===== src/rtl/buddy_block_allocator_top_macros.svh =====
// ---------------------------------------------------------------------------
// buddy block allocator assertion macros
// concurrent checks clocked on clk, disabled during reset
// ---------------------------------------------------------------------------
`ifndef BUDDY_BLOCK_ALLOCATOR_TOP_MACROS_SVH
`define BUDDY_BLOCK_ALLOCATOR_TOP_MACROS_SVH
`ifndef NO_ASSERTIONS
`define BBA_ASSERT(lbl, prop, msg) \
	lbl: assert property (@(posedge clk) disable iff (!arst_n) prop) else $error(msg);
`define BBA_ASSERT_NEXT(lbl, ante, cons, msg) \
	lbl: assert property (@(posedge clk) disable iff (!arst_n) (ante) |=> (cons)) \
		else $error(msg);
`else
`define BBA_ASSERT(lbl, prop, msg)
`define BBA_ASSERT_NEXT(lbl, ante, cons, msg)
`endif
`endif


===== src/rtl/bba_pkg.sv =====
// ---------------------------------------------------------------------------
// bba_pkg
// shared constants, codes and types of the buddy block allocator
// ---------------------------------------------------------------------------
package bba_pkg;
	localparam int PAGE_ORDER_DEF = 12;
	localparam int POOL_ORDER_DEF = 20;

	localparam int CMD_W  = 1;
	localparam int REQ_W  = 21;
	localparam int OFF_W  = 20;
	localparam int STAT_W = 2;

	localparam logic [CMD_W-1:0] CMD_ALLOC = 1'b0;
	localparam logic [CMD_W-1:0] CMD_FREE  = 1'b1;

	localparam logic [STAT_W-1:0] ST_OK       = 2'd0;
	localparam logic [STAT_W-1:0] ST_FAIL     = 2'd1;
	localparam logic [STAT_W-1:0] ST_BAD_FREE = 2'd2;

	typedef struct packed {
		logic en;
		logic we;
	} mem_op_t;
endpackage


===== src/rtl/bba_if.sv =====
// ---------------------------------------------------------------------------
// bba_if
// request and response channels of the buddy block allocator
// ---------------------------------------------------------------------------
interface bba_req_if;
	logic                        valid;
	logic                        ready;
	logic [bba_pkg::CMD_W-1:0]   cmd;
	logic [bba_pkg::REQ_W-1:0]   req_bytes;
	logic [bba_pkg::OFF_W-1:0]   block_offset;
	modport source (output valid, cmd, req_bytes, block_offset, input ready);
	modport sink   (input valid, cmd, req_bytes, block_offset, output ready);
endinterface

interface bba_rsp_if;
	logic                        valid;
	logic                        ready;
	logic [bba_pkg::STAT_W-1:0]  status;
	logic [bba_pkg::OFF_W-1:0]   granted_offset;
	modport source (output valid, status, granted_offset, input ready);
	modport sink   (input valid, status, granted_offset, output ready);
endinterface


===== src/rtl/bba_ctrl.sv =====
// ---------------------------------------------------------------------------
// bba_ctrl
// sequencer: table clear, size rounding, list search, split and merge over the page table
// ---------------------------------------------------------------------------
`include "buddy_block_allocator_top_macros.svh"

module bba_ctrl #(
	parameter int PAGE_ORDER = bba_pkg::PAGE_ORDER_DEF,
	parameter int POOL_ORDER = bba_pkg::POOL_ORDER_DEF,
	parameter int DW = 24
) (
	input  logic                    clk,
	input  logic                    arst_n,
	bba_req_if.sink                 req,
	bba_rsp_if.source               rsp,
	output bba_pkg::mem_op_t        mem_op,
	output logic [POOL_ORDER-PAGE_ORDER-1:0] mem_addr,
	output logic [DW-1:0]           mem_wdata,
	input  logic [DW-1:0]           mem_rdata
);
	localparam int PGW  = POOL_ORDER - PAGE_ORDER;
	localparam int PW   = PGW + 1;
	localparam int OW   = $clog2(PGW + 1);
	localparam int NORD = PGW + 1;
	localparam int LW   = (POOL_ORDER + 1 > bba_pkg::REQ_W) ? POOL_ORDER + 1 : bba_pkg::REQ_W;
	localparam int CW   = (PW > bba_pkg::OFF_W) ? PW : bba_pkg::OFF_W;
	localparam int GW   = (POOL_ORDER > bba_pkg::OFF_W) ? POOL_ORDER : bba_pkg::OFF_W;

	localparam logic [PW-1:0] NULLP = {1'b1, {PGW{1'b0}}};
	localparam logic [OW-1:0] TOPK  = OW'(PGW);

	typedef struct packed {
		logic [PW-1:0] nxt;
		logic [PW-1:0] prv;
		logic [OW-1:0] ord;
		logic          onf;
		logic          alc;
	} ent_t;

	typedef enum logic [4:0] {
		S_CLR, S_IDLE, S_A_NEED, S_A_SRCH, S_A_UNL, S_A_NP, S_A_SPL,
		S_P_WR, S_P_HRD, S_P_HWR,
		S_F_CHK, S_F_MRG, S_F_BCHK, S_F_PRD, S_F_PWR, S_F_N, S_F_NWR, S_F_ADV,
		S_FIN
	} state_t;

	state_t                     state_q;
	logic [PGW-1:0]             clr_q;
	logic [PW-1:0]              head_q [NORD];
	logic [PGW-1:0]             p_q, b_q;
	logic [PW-1:0]              h_q, n_q, pr_q;
	logic [OW-1:0]              k_q, need_q;
	logic [LW-1:0]              lim_q, req_q;
	logic [bba_pkg::CMD_W-1:0]  op_q;
	logic [bba_pkg::STAT_W-1:0] st_q, out_st_q;
	logic [bba_pkg::OFF_W-1:0]  off_q, out_off_q;
	logic                       out_v_q;

	ent_t           ent_rd, ent_top, ent_zero, ent_wr;
	logic [PW-1:0]  hk;
	logic [OW-1:0]  kd;
	logic [PGW-1:0] bit_k, bit_kd, in_page;
	logic [CW-1:0]  in_shift;
	logic           in_bad, accept, out_free, match;
	logic [GW-1:0]  grant_w;

	assign ent_rd   = ent_t'(mem_rdata);
	assign ent_top  = '{nxt: NULLP, prv: NULLP, ord: TOPK, onf: 1'b1, alc: 1'b0};
	assign ent_zero = '{nxt: NULLP, prv: NULLP, ord: '0, onf: 1'b0, alc: 1'b0};
	assign hk       = head_q[k_q];
	assign kd       = k_q - OW'(1);
	assign bit_k    = PGW'(1) << k_q;
	assign bit_kd   = PGW'(1) << kd;
	assign in_shift = CW'(req.block_offset) >> PAGE_ORDER;
	assign in_bad   = in_shift >= CW'(NULLP);
	assign in_page  = in_shift[PGW-1:0];
	assign accept   = req.valid && req.ready;
	assign out_free = !out_v_q || rsp.ready;
	assign match    = ent_rd.onf && (ent_rd.ord == k_q);
	assign grant_w  = GW'(p_q) << PAGE_ORDER;

	assign req.ready          = (state_q == S_IDLE);
	assign rsp.valid          = out_v_q;
	assign rsp.status         = out_st_q;
	assign rsp.granted_offset = out_off_q;
	assign mem_wdata          = DW'(ent_wr);

	always_comb begin
		mem_op   = '{en: 1'b0, we: 1'b0};
		mem_addr = p_q;
		ent_wr   = ent_rd;
		case (state_q)
			S_CLR: begin
				mem_op   = '{en: 1'b1, we: 1'b1};
				mem_addr = clr_q;
				ent_wr   = (clr_q == '0) ? ent_top : ent_zero;
			end
			S_IDLE: begin
				if (accept && req.cmd == bba_pkg::CMD_FREE && !in_bad) begin
					mem_op   = '{en: 1'b1, we: 1'b0};
					mem_addr = in_page;
				end
			end
			S_A_SRCH: begin
				if (hk != NULLP) begin
					mem_op   = '{en: 1'b1, we: 1'b0};
					mem_addr = hk[PGW-1:0];
				end
			end
			S_A_UNL: begin
				if (ent_rd.nxt != NULLP) begin
					mem_op   = '{en: 1'b1, we: 1'b0};
					mem_addr = ent_rd.nxt[PGW-1:0];
				end
			end
			S_A_NP: begin
				mem_op     = '{en: 1'b1, we: 1'b1};
				mem_addr   = n_q[PGW-1:0];
				ent_wr.prv = NULLP;
			end
			S_A_SPL: begin
				if (k_q == need_q) begin
					mem_op   = '{en: 1'b1, we: 1'b1};
					mem_addr = p_q;
					ent_wr   = '{nxt: NULLP, prv: NULLP, ord: need_q, onf: 1'b0, alc: 1'b1};
				end else begin
					mem_op   = '{en: 1'b1, we: 1'b0};
					mem_addr = p_q ^ bit_kd;
				end
			end
			S_P_WR: begin
				mem_op   = '{en: 1'b1, we: 1'b1};
				mem_addr = b_q;
				ent_wr   = '{nxt: hk, prv: NULLP, ord: k_q, onf: 1'b1, alc: ent_rd.alc};
			end
			S_P_HRD: begin
				mem_op   = '{en: 1'b1, we: 1'b0};
				mem_addr = h_q[PGW-1:0];
			end
			S_P_HWR: begin
				mem_op     = '{en: 1'b1, we: 1'b1};
				mem_addr   = h_q[PGW-1:0];
				ent_wr.prv = {1'b0, b_q};
			end
			S_F_CHK: begin
				if (ent_rd.alc) begin
					mem_op     = '{en: 1'b1, we: 1'b1};
					mem_addr   = p_q;
					ent_wr.alc = 1'b0;
				end
			end
			S_F_MRG: begin
				mem_op   = '{en: 1'b1, we: 1'b0};
				mem_addr = (k_q == TOPK) ? p_q : (p_q ^ bit_k);
			end
			S_F_BCHK: begin
				if (match) begin
					mem_op     = '{en: 1'b1, we: 1'b1};
					mem_addr   = b_q;
					ent_wr.nxt = NULLP;
					ent_wr.prv = NULLP;
					ent_wr.onf = 1'b0;
				end else begin
					mem_op   = '{en: 1'b1, we: 1'b0};
					mem_addr = p_q;
				end
			end
			S_F_PRD: begin
				mem_op   = '{en: 1'b1, we: 1'b0};
				mem_addr = pr_q[PGW-1:0];
			end
			S_F_PWR: begin
				mem_op     = '{en: 1'b1, we: 1'b1};
				mem_addr   = pr_q[PGW-1:0];
				ent_wr.nxt = n_q;
			end
			S_F_N: begin
				if (n_q != NULLP) begin
					mem_op   = '{en: 1'b1, we: 1'b0};
					mem_addr = n_q[PGW-1:0];
				end
			end
			S_F_NWR: begin
				mem_op     = '{en: 1'b1, we: 1'b1};
				mem_addr   = n_q[PGW-1:0];
				ent_wr.prv = pr_q;
			end
			default: begin
				mem_op = '{en: 1'b0, we: 1'b0};
			end
		endcase
	end

	always_ff @(posedge clk or negedge arst_n) begin
		if (!arst_n) begin
			state_q <= S_CLR;
			clr_q   <= '0;
			out_v_q <= 1'b0;
			for (int i = 0; i < NORD; i++) begin
				head_q[i] <= (i == PGW) ? '0 : NULLP;
			end
		end else begin
			if (out_v_q && rsp.ready && state_q != S_FIN) begin
				out_v_q <= 1'b0;
			end
			case (state_q)
				S_CLR: begin
					clr_q <= clr_q + PGW'(1);
					if (clr_q == {PGW{1'b1}}) begin
						state_q <= S_IDLE;
					end
				end
				S_IDLE: begin
					if (accept) begin
						op_q   <= req.cmd;
						req_q  <= LW'(req.req_bytes);
						need_q <= '0;
						lim_q  <= LW'(1) << PAGE_ORDER;
						p_q    <= in_page;
						off_q  <= '0;
						if (req.cmd == bba_pkg::CMD_ALLOC) begin
							state_q <= S_A_NEED;
						end else if (in_bad) begin
							st_q    <= bba_pkg::ST_BAD_FREE;
							state_q <= S_FIN;
						end else begin
							state_q <= S_F_CHK;
						end
					end
				end
				S_A_NEED: begin
					if (req_q <= lim_q) begin
						k_q     <= need_q;
						state_q <= S_A_SRCH;
					end else if (need_q == TOPK) begin
						st_q    <= bba_pkg::ST_FAIL;
						state_q <= S_FIN;
					end else begin
						need_q <= need_q + OW'(1);
						lim_q  <= lim_q << 1;
					end
				end
				S_A_SRCH: begin
					if (hk != NULLP) begin
						p_q     <= hk[PGW-1:0];
						state_q <= S_A_UNL;
					end else if (k_q == TOPK) begin
						st_q    <= bba_pkg::ST_FAIL;
						state_q <= S_FIN;
					end else begin
						k_q <= k_q + OW'(1);
					end
				end
				S_A_UNL: begin
					head_q[k_q] <= ent_rd.nxt;
					n_q         <= ent_rd.nxt;
					state_q     <= (ent_rd.nxt != NULLP) ? S_A_NP : S_A_SPL;
				end
				S_A_NP: begin
					state_q <= S_A_SPL;
				end
				S_A_SPL: begin
					if (k_q == need_q) begin
						st_q    <= bba_pkg::ST_OK;
						off_q   <= grant_w[bba_pkg::OFF_W-1:0];
						state_q <= S_FIN;
					end else begin
						k_q     <= kd;
						b_q     <= p_q ^ bit_kd;
						state_q <= S_P_WR;
					end
				end
				S_P_WR: begin
					head_q[k_q] <= {1'b0, b_q};
					h_q         <= hk;
					if (hk != NULLP) begin
						state_q <= S_P_HRD;
					end else if (op_q == bba_pkg::CMD_ALLOC) begin
						state_q <= S_A_SPL;
					end else begin
						st_q    <= bba_pkg::ST_OK;
						state_q <= S_FIN;
					end
				end
				S_P_HRD: begin
					state_q <= S_P_HWR;
				end
				S_P_HWR: begin
					if (op_q == bba_pkg::CMD_ALLOC) begin
						state_q <= S_A_SPL;
					end else begin
						st_q    <= bba_pkg::ST_OK;
						state_q <= S_FIN;
					end
				end
				S_F_CHK: begin
					if (!ent_rd.alc) begin
						st_q    <= bba_pkg::ST_BAD_FREE;
						state_q <= S_FIN;
					end else begin
						k_q     <= ent_rd.ord;
						state_q <= S_F_MRG;
					end
				end
				S_F_MRG: begin
					if (k_q == TOPK) begin
						b_q     <= p_q;
						state_q <= S_P_WR;
					end else begin
						b_q     <= p_q ^ bit_k;
						state_q <= S_F_BCHK;
					end
				end
				S_F_BCHK: begin
					if (match) begin
						n_q  <= ent_rd.nxt;
						pr_q <= ent_rd.prv;
						if (ent_rd.prv == NULLP) begin
							head_q[k_q] <= ent_rd.nxt;
							state_q     <= S_F_N;
						end else begin
							state_q <= S_F_PRD;
						end
					end else begin
						b_q     <= p_q;
						state_q <= S_P_WR;
					end
				end
				S_F_PRD: begin
					state_q <= S_F_PWR;
				end
				S_F_PWR: begin
					state_q <= S_F_N;
				end
				S_F_N: begin
					state_q <= (n_q != NULLP) ? S_F_NWR : S_F_ADV;
				end
				S_F_NWR: begin
					state_q <= S_F_ADV;
				end
				S_F_ADV: begin
					if (b_q < p_q) begin
						p_q <= b_q;
					end
					k_q     <= k_q + OW'(1);
					state_q <= S_F_MRG;
				end
				S_FIN: begin
					if (out_free) begin
						out_v_q   <= 1'b1;
						out_st_q  <= st_q;
						out_off_q <= (st_q == bba_pkg::ST_OK) ? off_q : '0;
						state_q   <= S_IDLE;
					end
				end
				default: begin
					state_q <= S_IDLE;
				end
			endcase
		end
	end

	`BBA_ASSERT_NEXT(a_accept_leaves_idle, accept, state_q != S_IDLE, "accepted word left block idle")
	`BBA_ASSERT(a_out_load_from_fin, $rose(out_v_q) |-> $past(state_q == S_FIN), "response without finish")
	`BBA_ASSERT(a_grant_zero, out_v_q |-> (out_st_q == bba_pkg::ST_OK || out_off_q == '0), "offset on failed word")
endmodule


===== src/flat_wrapper.sv =====
// flat-port wrapper written by rule: the top's interface ports become plain ports
module bba_ctrl_flat 
#(
	parameter int PAGE_ORDER = bba_pkg::PAGE_ORDER_DEF,
	parameter int POOL_ORDER = bba_pkg::POOL_ORDER_DEF,
	parameter int DW = 24
)
  (clk, arst_n, mem_op, mem_addr, mem_wdata, mem_rdata, req_valid, req_cmd, req_req_bytes, req_block_offset, req_ready, rsp_valid, rsp_status, rsp_granted_offset, rsp_ready);
  bba_req_if req_i ();
  bba_rsp_if rsp_i ();
  input  logic clk;
  input  logic arst_n;
  output bba_pkg::mem_op_t mem_op;
  output logic [POOL_ORDER-PAGE_ORDER-1:0] mem_addr;
  output logic [DW-1:0] mem_wdata;
  input  logic [DW-1:0] mem_rdata;
  input wire logic [$bits(req_i.valid)-1:0] req_valid;
  input wire logic [$bits(req_i.cmd)-1:0] req_cmd;
  input wire logic [$bits(req_i.req_bytes)-1:0] req_req_bytes;
  input wire logic [$bits(req_i.block_offset)-1:0] req_block_offset;
  output wire logic [$bits(req_i.ready)-1:0] req_ready;
  output wire logic [$bits(rsp_i.valid)-1:0] rsp_valid;
  output wire logic [$bits(rsp_i.status)-1:0] rsp_status;
  output wire logic [$bits(rsp_i.granted_offset)-1:0] rsp_granted_offset;
  input wire logic [$bits(rsp_i.ready)-1:0] rsp_ready;
  assign req_i.valid = req_valid;
  assign req_i.cmd = req_cmd;
  assign req_i.req_bytes = req_req_bytes;
  assign req_i.block_offset = req_block_offset;
  assign req_ready = req_i.ready;
  assign rsp_valid = rsp_i.valid;
  assign rsp_status = rsp_i.status;
  assign rsp_granted_offset = rsp_i.granted_offset;
  assign rsp_i.ready = rsp_ready;
  bba_ctrl #(.PAGE_ORDER(PAGE_ORDER), .POOL_ORDER(POOL_ORDER), .DW(DW)) u_core (.clk(clk), .arst_n(arst_n), .req(req_i), .rsp(rsp_i), .mem_op(mem_op), .mem_addr(mem_addr), .mem_wdata(mem_wdata), .mem_rdata(mem_rdata));
endmodule

===== config.mk =====
export PLATFORM = sky130hd
export DESIGN_NAME = bba_ctrl_flat
export DESIGN_NICKNAME = d
export VERILOG_FILES = /design/src/rtl/bba_pkg.sv /design/src/rtl/bba_if.sv /design/src/rtl/bba_ctrl.sv /design/src/flat_wrapper.sv
export VERILOG_INCLUDE_DIRS = /design/src /design/src/rtl
export SDC_FILE = /design/constraint.sdc
export NUM_CORES = 1
export LEC_CHECK = 0
export BUFFER_PORTS_ARGS = -buffer_cell sky130_fd_sc_hd__buf_4
export CELL_PAD_IN_SITES_DETAIL_PLACEMENT = 0
export CELL_PAD_IN_SITES_GLOBAL_PLACEMENT = 2
export CORE_MARGIN = 3
export CORE_UTILIZATION = 33
export DETAILED_ROUTE_END_ITERATION = 12
export PLACE_DENSITY_LB_ADDON = 0.1
export SLEW_MARGIN = 20
export SYNTH_ARGS = -nofsm -noshare
export SYNTH_HDL_FRONTEND = slang
export SYNTH_SLANG_ARGS = --single-unit

===== constraint.sdc =====
create_clock -name clk -period 3.15 [get_ports clk]
set_input_delay 0 -clock clk [delete_from_list [all_inputs] [get_ports clk]]
set_output_delay 0 -clock clk [all_outputs]
set_load 0.05 [all_outputs]

## Yosys cells after proc, flatten, opt, wreduce, memory -nomap -nowiden

Cells that the tools add are included.

| storage, ports and cells | value |
|---|---|
| bits in registers | 232 |
| input port bits | 70 |
| output and inout bits | 58 |
| logic and storage cells | 223 |

| cells by class | value |
|---|---|
| add/subtract/negate cells | 4 |
| order comparisons | 5 |
| equal/unequal tests | 50 |
| shift operators | 2 |
| multiplexer cells | 93 |
| bitwise logic cells | 3 |
| reduce and logical (&&, ||, !) cells | 40 |

Operators by type and width:

| operator | number |
|---|---|
| one-hot mux 81 bit (3 select lines) | 1 |
| bitwise mux 81 bit | 2 |
| 2-to-1 mux 81 bit | 2 |
| one-hot mux 8 bit (12 select lines) | 1 |
| one-hot mux 5 bit (19 select lines) | 1 |
| 2-to-1 mux 8 bit | 10 |
| 2-to-1 mux 5 bit | 13 |
| 2-to-1 mux 21 bit | 3 |
| one-hot mux 9 bit (6 select lines) | 1 |
| one-hot mux 8 bit (3 select lines) | 2 |
| one-hot mux 9 bit (5 select lines) | 1 |
| one-hot mux 21 bit (2 select lines) | 1 |
| == test 5 x 4 -> 1 bit, second input constant | 8 |
| 2-to-1 mux 20 bit | 2 |
| 2-to-1 mux 4 bit | 10 |
| one-hot mux 20 bit (2 select lines) | 1 |
| binary-select mux 9 bit (select 4 bit) | 1 |
| demux 9 bit (select 4 bit) | 1 |
| 2-to-1 mux 2 bit | 18 |
| 2-to-1 mux 9 bit | 4 |
| inequality test 9 bit, second input constant | 3 |
| 2-to-1 mux 24 bit | 1 |
| inequality test 2 bit, second input constant | 11 |
| less-or-equal comparator 21 bit | 1 |
| 51 further kinds | 98 |

## Longest topological paths before layout

Gate-level depths: netlist (run 1).

| depth | value |
|---|---|
| word-level depth | 9 |
| depth in mapped cells | 13 |
| depth with buffers taken out | 10 |

## Worst setup path after synthesis (run 1)

Ideal clock, no wire load.

| timing | value |
|---|---|
| path kind | reg-to-output |
| start | register u_core.k_q[1] |
| end | output mem_addr[0] |
| data arrival time | 3525 ps |
| required time | 3150 ps |
| slack | -375 ps |
| stages on the path, launching flop included | 13 |
| buffers on the path | 3 |
| cell sequence | edfxtp_1 > buf_2 > buf_2 > buf_2 > inv_1 > ha_1 > or2_2 > o31ai_1 > nand2_1 > or3_1 > o2111a_1 > a21oi_1 > a2bb2oi_1 |

| on the way | value |
|---|---|
| word-level cells in the longest chain between the ends | 7 |
| elaborated cells on any way between the ends | 19 |
| classes of those cells | 1 x add/sub; 4 x eq/ne; 2 x shift; 8 x mux; 3 x bitwise; 1 x reduce/logical |

RTL lines:

| what | RTL line | text |
|---|---|---|
| from (decl) | bba_ctrl.sv:52 | `logic [OW-1:0] k_q, need_q;` |
| from (signal assigned) | bba_ctrl.sv:233 | `k_q <= need_q;` |
| from (signal assigned) | bba_ctrl.sv:251 | `k_q <= k_q + OW'(1);` |
| from (signal assigned) | bba_ctrl.sv:268 | `k_q <= kd;` |
| inverter 4 -> 5 bit (not written as such) | bba_ctrl.sv:70 | `assign hk = head_q[k_q];` |
| binary-select mux 9 bit (select 4 bit) | bba_ctrl.sv:70 |  |
| 2-to-1 mux 9 bit (not written as such) (2 in a row) | bba_ctrl.sv:70 |  |
| inequality test 9 bit | bba_ctrl.sv:105 | `if (hk != NULLP) begin` |
| 2-to-1 mux 8 bit | -- |  |
| one-hot mux 8 bit (12 select lines) (*) | bba_ctrl.sv:92 | `case (state_q)` |
| to (decl) | flat_wrapper.sv:14 | `output logic [POOL_ORDER-PAGE_ORDER-1:0] mem_addr;` |

Every way passes the cells marked *; elsewhere a longest branch is shown, timed or not. The select of a mux whose other input is x is not followed.

## Worst setup path in the final report (run 1)

| timing | value |
|---|---|
| start | register u_core.k_q[0] |
| end | output mem_addr[6] |

The elaborated chain is that of the path after synthesis.

==> summary.txt, run 1 <==
outcome: finished with violations
Post-layout nets: 1534
row count: 66
pin count of the biggest net entering global routing: 63
buffers plus inverters on the worst setup path: 3
die area: 36300 um2
crit path launch: u_core.k_q[0]
most common cell after layout, fill and taps aside: buf_4
yosys warns: 0
max cap viols: 0
drt drc: 0
Final WS setup: -0.280 ns
IO Pins: 128
CP top delay family: compound AO/OA/AOI/OAI gates
RR Startpoint: u_core.k_q[0]
placed insts: 1779
Mapped Area: 11200 um2
crit path DAT: 3.43 ns
fin util: 0.455
post-detail-place hpwl: 33400 um
most frequent cells in the layout: buf_4, nand2_1, o21ai_0
initial antenna violation count: 1
CTS sink cnt: 196
Worst path depth: 10
Leak: 6.28 nW
end of the critical path: mem_addr[6]
H-Tree Depth: 4
first-pass GRT wire length: 67200 um
GP Congestion: 0.949
crit start category: flip-flop
share of post-route cells with drive strength above 1: 0.273
Hold Vio Cnt, Final: 0
DR WL/cell: 24.1 um
number of diodes: 0
Worst-Skew Late Latency: 0.45 ns
CTS tree: built
Hold WC Path Type: in2reg
final wirelength: 45500 um
drt first pass iters: 6
RSZ-0062 raised after global routing: yes
Post-Syn Instances: 1162
Die H: 191 um
Synth Register Bits: 196
reg2reg setup slack: 0.03 ns
crit path time final: 3.43 ns
WL met2: 21000 um
Synth Area per Inst: 9.67 um2
Power Density: 344 nW/um2
Worst path slowest cell: mux4_2
vias in the first global route: 10.3k
Area after DPL: 13400 um2
CP peak stage delay: 0.51 ns
TritonCTS Buffers: 17
cell area after layout: 15000 um2
Reg-to-Reg End: u_core.k_q[2]
CP cell instances: buf_6, mux4_2, a221oi_2, or3b_4, nor3_4, buf_6, a41oi_4, o221a_2, a21oi_2, buf_6
register area share after synthesis: 0.483
Vias/cell: 5.53
fmax: 292 MHz
Post-synth ARST share: 0.485
Hold Slack: 0.0270 ns
Starting Density: 0.340
worst rel slew slack: 0.183
r2r worst-path depth: 11
Max clock buf depth: 2
Antenna Violating Nets Remaining: 0
number of vias in the routed layout: 10.4k
total core area: 33000 um2
Final Non-Filler Cells: 1891
final worst path period share: 1.09
Setup crit end kind: output port
DR top layer: met4
Iteration-0 DRC Markers: 1029
Worst Tran Pin Value: 1.23 ns
DR WL met3: 2940 um
Die Wd: 191 um
Clock Pin Slew Worst Setup and Hold Paths: 0.08 ns
Slew Viols, Final: 0
# setup viols final: 10
main flop type after synthesis: edfxtp_1
GR Overflow Total: 0
EDFF count, synth: 101
Critical Path Fanout Max: 6
WP data required: 3.15 ns
Critical Path Most Common Cell: buf_6
failing checks: setup timing
Root Buffer: clkbuf_16
Worst Setup Path Type: reg2out
fillers: 3251
GRT Total Usage: 0.251
Worst Skew: 0.0121 ns
Yosys cell types: 78
met1 wire length: 20200 um
peak supply drop: 402 uV
I/O Buffers: 103
Area Growth Syn to Fin: 33.9%
-- metal layers --
metal	vias up	track usage
met2	421	0.401
met5	-	0
met4	0	0.0920
met3	83	0.0476
li1	4817	-
met1	5128	0.342
-- sequential cells by signal (all words and copies together) (netlist names) --
| signal | flops |
|---|---|
| u_core.st_q | 2 |
| u_core.lim_q | 9 |
| u_core.rsp.granted_offset | 8 |
| u_core.n_q | 9 |
| u_core.clr_q | 8 |
| u_core.b_q | 8 |
| u_core.op_q | 1 |
| u_core.h_q | 8 |
| u_core.head_q | 81 |
| u_core.rsp.valid | 1 |
| u_core.req_q | 21 |
| u_core.off_q | 8 |
| u_core.pr_q | 9 |
| u_core.p_q | 8 |
| u_core.rsp.status | 2 |
| u_core.state_q | 5 |
| u_core.need_q | 4 |
| u_core.k_q | 4 |
-- cells in the mapped netlist (7+ instances only) --
master    count  area share
nand2_1     153       0.051
o21ai_0     116       0.052
edfxtp_1    101        0.27
dfrtp_1      87        0.19
nor2_1       84       0.028
a21oi_1      62       0.028
clkbuf_1     55       0.018
inv_1        54       0.018
a22oi_1      27       0.018
ha_1         27       0.030
nand3_1      27       0.012
mux2i_1      24       0.021
a222oi_1     20       0.018
nor3_1       20      0.0089
xnor2_1      19       0.015
and2_1       16      0.0089
a21o_1       13      0.0087
and3_1       12      0.0067
buf_4        12      0.0080
a221o_1      11      0.0098
or3_1        11      0.0061
mux2_2       10       0.010
nand4_1      10      0.0056
nor2b_1      10      0.0056
xor2_1       10      0.0078
a211oi_1      9      0.0060
dfstp_2       8       0.019
nor4_1        8      0.0045
o21a_1        8      0.0053
a22o_1        7      0.0055
a31oi_1       7      0.0039
mux4_2        7       0.014
nand2b_1      7      0.0039
o211ai_1      7      0.0047
-- worst register-to-register path: stages (launching register included) --
cell and delay, ns:
edfxtp_1 0.46, buf_6 0.17, mux4_2 0.51, a221oi_2 0.26, or3b_4 0.45, nor3_4 0.16, buf_4 0.13, nand4_1 0.09
buf_6 0.18, buf_8 0.15, a21oi_2 0.13, buf_4 0.14
-- power by group --
part / internal, mW / switching, mW
clock network: 1.21 / 1.02
logic: 0.112 / 0.147
registers: 2.68 / 0.0000000000000000288
total: 4.00 / 1.17
-- per-stage QoR --
step                      total power [mW]  setup slack, ns  setup TNS (ns)
after floorplan                       2.81          -0.0563         -0.0563
after global placement                2.94           0.0699               0
after detailed placement              2.94          -0.0169         -0.0169
after CTS                             5.23           -0.276           -1.81
after global routing                  5.35           -0.406           -3.41
final                                 5.18           -0.280           -1.38
-- layout make-up --
class / count / area [um2] / area share
flip-flops and latches: 196 / 5430 / 0.361
repair buffers: 324 / 2700 / 0.180
inverters: 55 / 206 / 0.0137
well taps: 442 / 553 / 0.0368
multi-input cells: 843 / 5570 / 0.370
clock inverters: 9 / 90.1 / 0.00599
clock buffers: 22 / 495 / 0.0329
-- timing repair --
item / 4_1_cts / 5_1_grt
setup buffers: 27 / 7
pin swaps: 22 / 11
gates resized for setup: 78 / 16
endpoints found under the hold margin: 81 / 0
endpoints found under the setup margin: 23 / 32
hold buffers: 55 / 0
-- kinds of logic after synthesis --
family                   share of synthesized area
AND/OR/NAND/NOR                              0.166
other                                     0.000334
AO/OA/AOI/OAI                                0.202
adder cells (fa/ha/maj)                     0.0301
flip-flops                                   0.483
buffers and inverters                       0.0501
multiplexers                                0.0468
XOR/XNOR                                    0.0226
-- how the worst min path moves through the flow --
stage	slack (ns)	end	startpoint	cells after the start
finish	0.03	u_core.op_q	req_valid	2
global placement	-0.11	u_core.head_q[27]	arst_n	1
detailed placement	-0.11	u_core.head_q[27]	arst_n	1
global route	0.03	u_core.op_q	req_valid	2
CTS	0.01	u_core.op_q	req_valid	2
floorplan	-0.30	u_core.clr_q[0]	arst_n	0
Power figures use the tool's default switching activity.
==> run 2, diff against run 1 <==
--- a/config.mk
+++ b/config.mk
@@ -10,7 +10,7 @@
 export CELL_PAD_IN_SITES_DETAIL_PLACEMENT = 0
 export CELL_PAD_IN_SITES_GLOBAL_PLACEMENT = 2
 export CORE_MARGIN = 3
-export CORE_UTILIZATION = 33
+export CORE_UTILIZATION = 34
 export DETAILED_ROUTE_END_ITERATION = 12
 export PLACE_DENSITY_LB_ADDON = 0.1
 export SLEW_MARGIN = 20
==> summary.txt, run 2 (same netlist as run 1, synthesis figures left out) <==
drt drc: 0 (unchanged)
crit start category: flip-flop (unchanged)
crit path DAT: 3.42 ns (was 3.43 ns)
I/O Buffers: 103 (unchanged)
post-detail-place hpwl: 34200 um (was 33400 um)
Clock Pin Slew Worst Setup and Hold Paths: 0.07 ns (was 0.08 ns)
TritonCTS Buffers: 17 (unchanged)
IO Pins: 128 (unchanged)
Slew Viols, Final: 0 (unchanged)
H-Tree Depth: 4 (unchanged)
Max clock buf depth: 2 (unchanged)
row count: 65 (was 66)
GRT Total Usage: 0.263 (was 0.251)
die area: 35300 um2 (was 36300 um2)
Iteration-0 DRC Markers: 1075 (was 1029)
Hold Slack: 0.157 ns (was 0.0270 ns)
Worst Setup Path Type: reg2out (unchanged)
failing checks: setup timing (unchanged)
Worst Tran Pin Value: 0.771 ns (was 1.23 ns)
number of vias in the routed layout: 10.6k (was 10.4k)
met2 Resource Use GR: 0.427 (was 0.401)
Root Buffer: clkbuf_16 (unchanged)
most common cell after layout, fill and taps aside: buf_4 (unchanged)
Starting Density: 0.351 (was 0.340)
WP data required: 3.15 ns (about the same)
initial antenna violation count: 0 (was 1)
Final WS setup: -0.268 ns (was -0.280 ns)
first-pass GRT wire length: 69300 um (was 67200 um)
pre-CTS setup slack: -0.0192 ns (was -0.0169 ns)
RSZ-0062 raised after global routing: yes (unchanged)
GR Overflow Total: 0 (unchanged)
Most Crowded Layer GR: met2 (unchanged)
Total Power: 5.19 mW (was 5.18 mW)
fmax: 293 MHz (was 292 MHz)
Post-layout nets: 1539 (was 1534)
total core area: 32000 um2 (was 33000 um2)
max cap viols: 0 (unchanged)
GR Util met3: 0.0398 (was 0.0476)
Critical Path Fanout Max: 6 (unchanged)
number of diodes: 0 (unchanged)
Setup crit end kind: output port (unchanged)
Leak: 6.37 nW (was 6.28 nW)
CTS sink cnt: 196 (unchanged)
met1 Use GR: 0.358 (was 0.342)
Vias/cell: 5.60 (was 5.53)
vias in the first global route: 10.7k (was 10.3k)
Power Density: 343 nW/um2 (was 344 nW/um2)
outcome: finished with violations (unchanged)
total negative slack: -1.96 ns (was -1.38 ns)
Hold WC Path Type: in2reg (unchanged)
final wirelength: 46600 um (was 45500 um)
Die Wd: 188 um (was 191 um)
share of post-route cells with drive strength above 1: 0.275 (was 0.273)
most frequent cells in the layout: buf_4, nand2_1, o21ai_0 (unchanged)
# setup viols final: 11 (was 10)
Area Growth Syn to Fin: 34.8% (was 33.9%)
Hold Vio Cnt, Final: 0 (unchanged)
drt first pass iters: 8 (was 6)
Die H: 188 um (was 191 um)
number of flip-flops under the largest register name: 81 (unchanged)
registers with the most flip-flops: u_core.head_q: 81 flops, u_core.req_q: 21 flops (unchanged)
worst rel slew slack: 0.484 (was 0.183)
GP Congestion: 0.950 (was 0.949)
Antenna Violating Nets Remaining: 0 (unchanged)
DR WL/cell: 24.6 um (was 24.1 um)
Worst-Skew Late Latency: 0.45 ns (about the same)
Biggest register: u_core.head_q (unchanged)
final worst path period share: 1.09 (about the same)
peak supply drop: 365 uV (was 402 uV)
crit path time final: 3.42 ns (was 3.43 ns)
CTS tree: built (unchanged)
pin count of the biggest net entering global routing: 48 (was 63)
Worst Skew: 0.0126 ns (was 0.0121 ns)
-- run 2: layout make-up --
cell class,count,area [um2]
Clock buffer,19,454
Tap cell,435,544
Sequential cell,196,5420
Fill cell,3163,16900
Multi-Input combinational cell,843,5560
Inverter,55,206
Clock inverter,13,120
Timing Repair Buffer,329,2840
-- run 2: report_power, final --
part / switching [mW] / internal [mW] / leakage (nW)
logic: 0.148 / 0.113 / 3.84
clock network: 1.09 / 1.16 / 0.293
registers: 0.0000000000000000261 / 2.68 / 2.24
-- run 2: worst max-delay path: stages (launching register included) --
cell	delay, ns
edfxtp_1	0.46
buf_12	0.18
mux2_4	0.29
a222oi_1	0.41
nand2_1	0.13
or3b_4	0.43
nor3_4	0.17
buf_6	0.15
buf_4	0.11
and4_4	0.28
a21oi_2	0.07
a2bb2oi_2	0.13
buf_6	0.16
-- run 2: metal layers --
| layer | vias to the layer above | wire [um] | part of all wire |
|---|---|---|---|
| li1 | 4835 | - | - |
| met1 | 5203 | 20000 | 0.43 |
| met2 | 455 | 21800 | 0.47 |
| met3 | 87 | 3300 | 0.071 |
| met4 | 0 | 1440 | 0.031 |
| met5 | - | 0 | 0 |
-- run 2: what timing repair did --
action | 4_1_cts | 5_1_grt
gates resized for setup | 58 | 33
setup buffers | 16 | 7
endpoints found under the setup margin | 25 | 35
hold buffers | 55 | 0
pin swaps | 20 | 12
endpoints found under the hold margin | 94 | 0
gates cloned | 1 | 1
-- run 2: metrics by stage --
stage	utilization	instances	instance area (um2)
after floorplan	-	1173	11300
after global placement	0.422	1783	13500
after detailed placement	0.422	1783	13500
after CTS	0.468	1886	15000
after global routing	0.472	1890	15100
final	0.472	1890	15100
-- run 2: final timing paths --
kind | startpoint | to | slack [ns] | cells past startpoint
worst min-delay path | mem_rdata[0] | u_core.state_q[3] | 0.16 | 5
min in group asynchronous | arst_n | u_core.head_q[67] | 0.27 | 3
worst max-delay path | u_core.k_q[0] | mem_addr[0] | -0.27 | 12
max in group asynchronous | arst_n | u_core.head_q[42] | 1.93 | 4
worst min register to register | u_core.st_q[1] | u_core.rsp.status[1] | 0.47 | 0
worst max register to register | u_core.k_q[0] | u_core.st_q[1] | -0.10 | 12
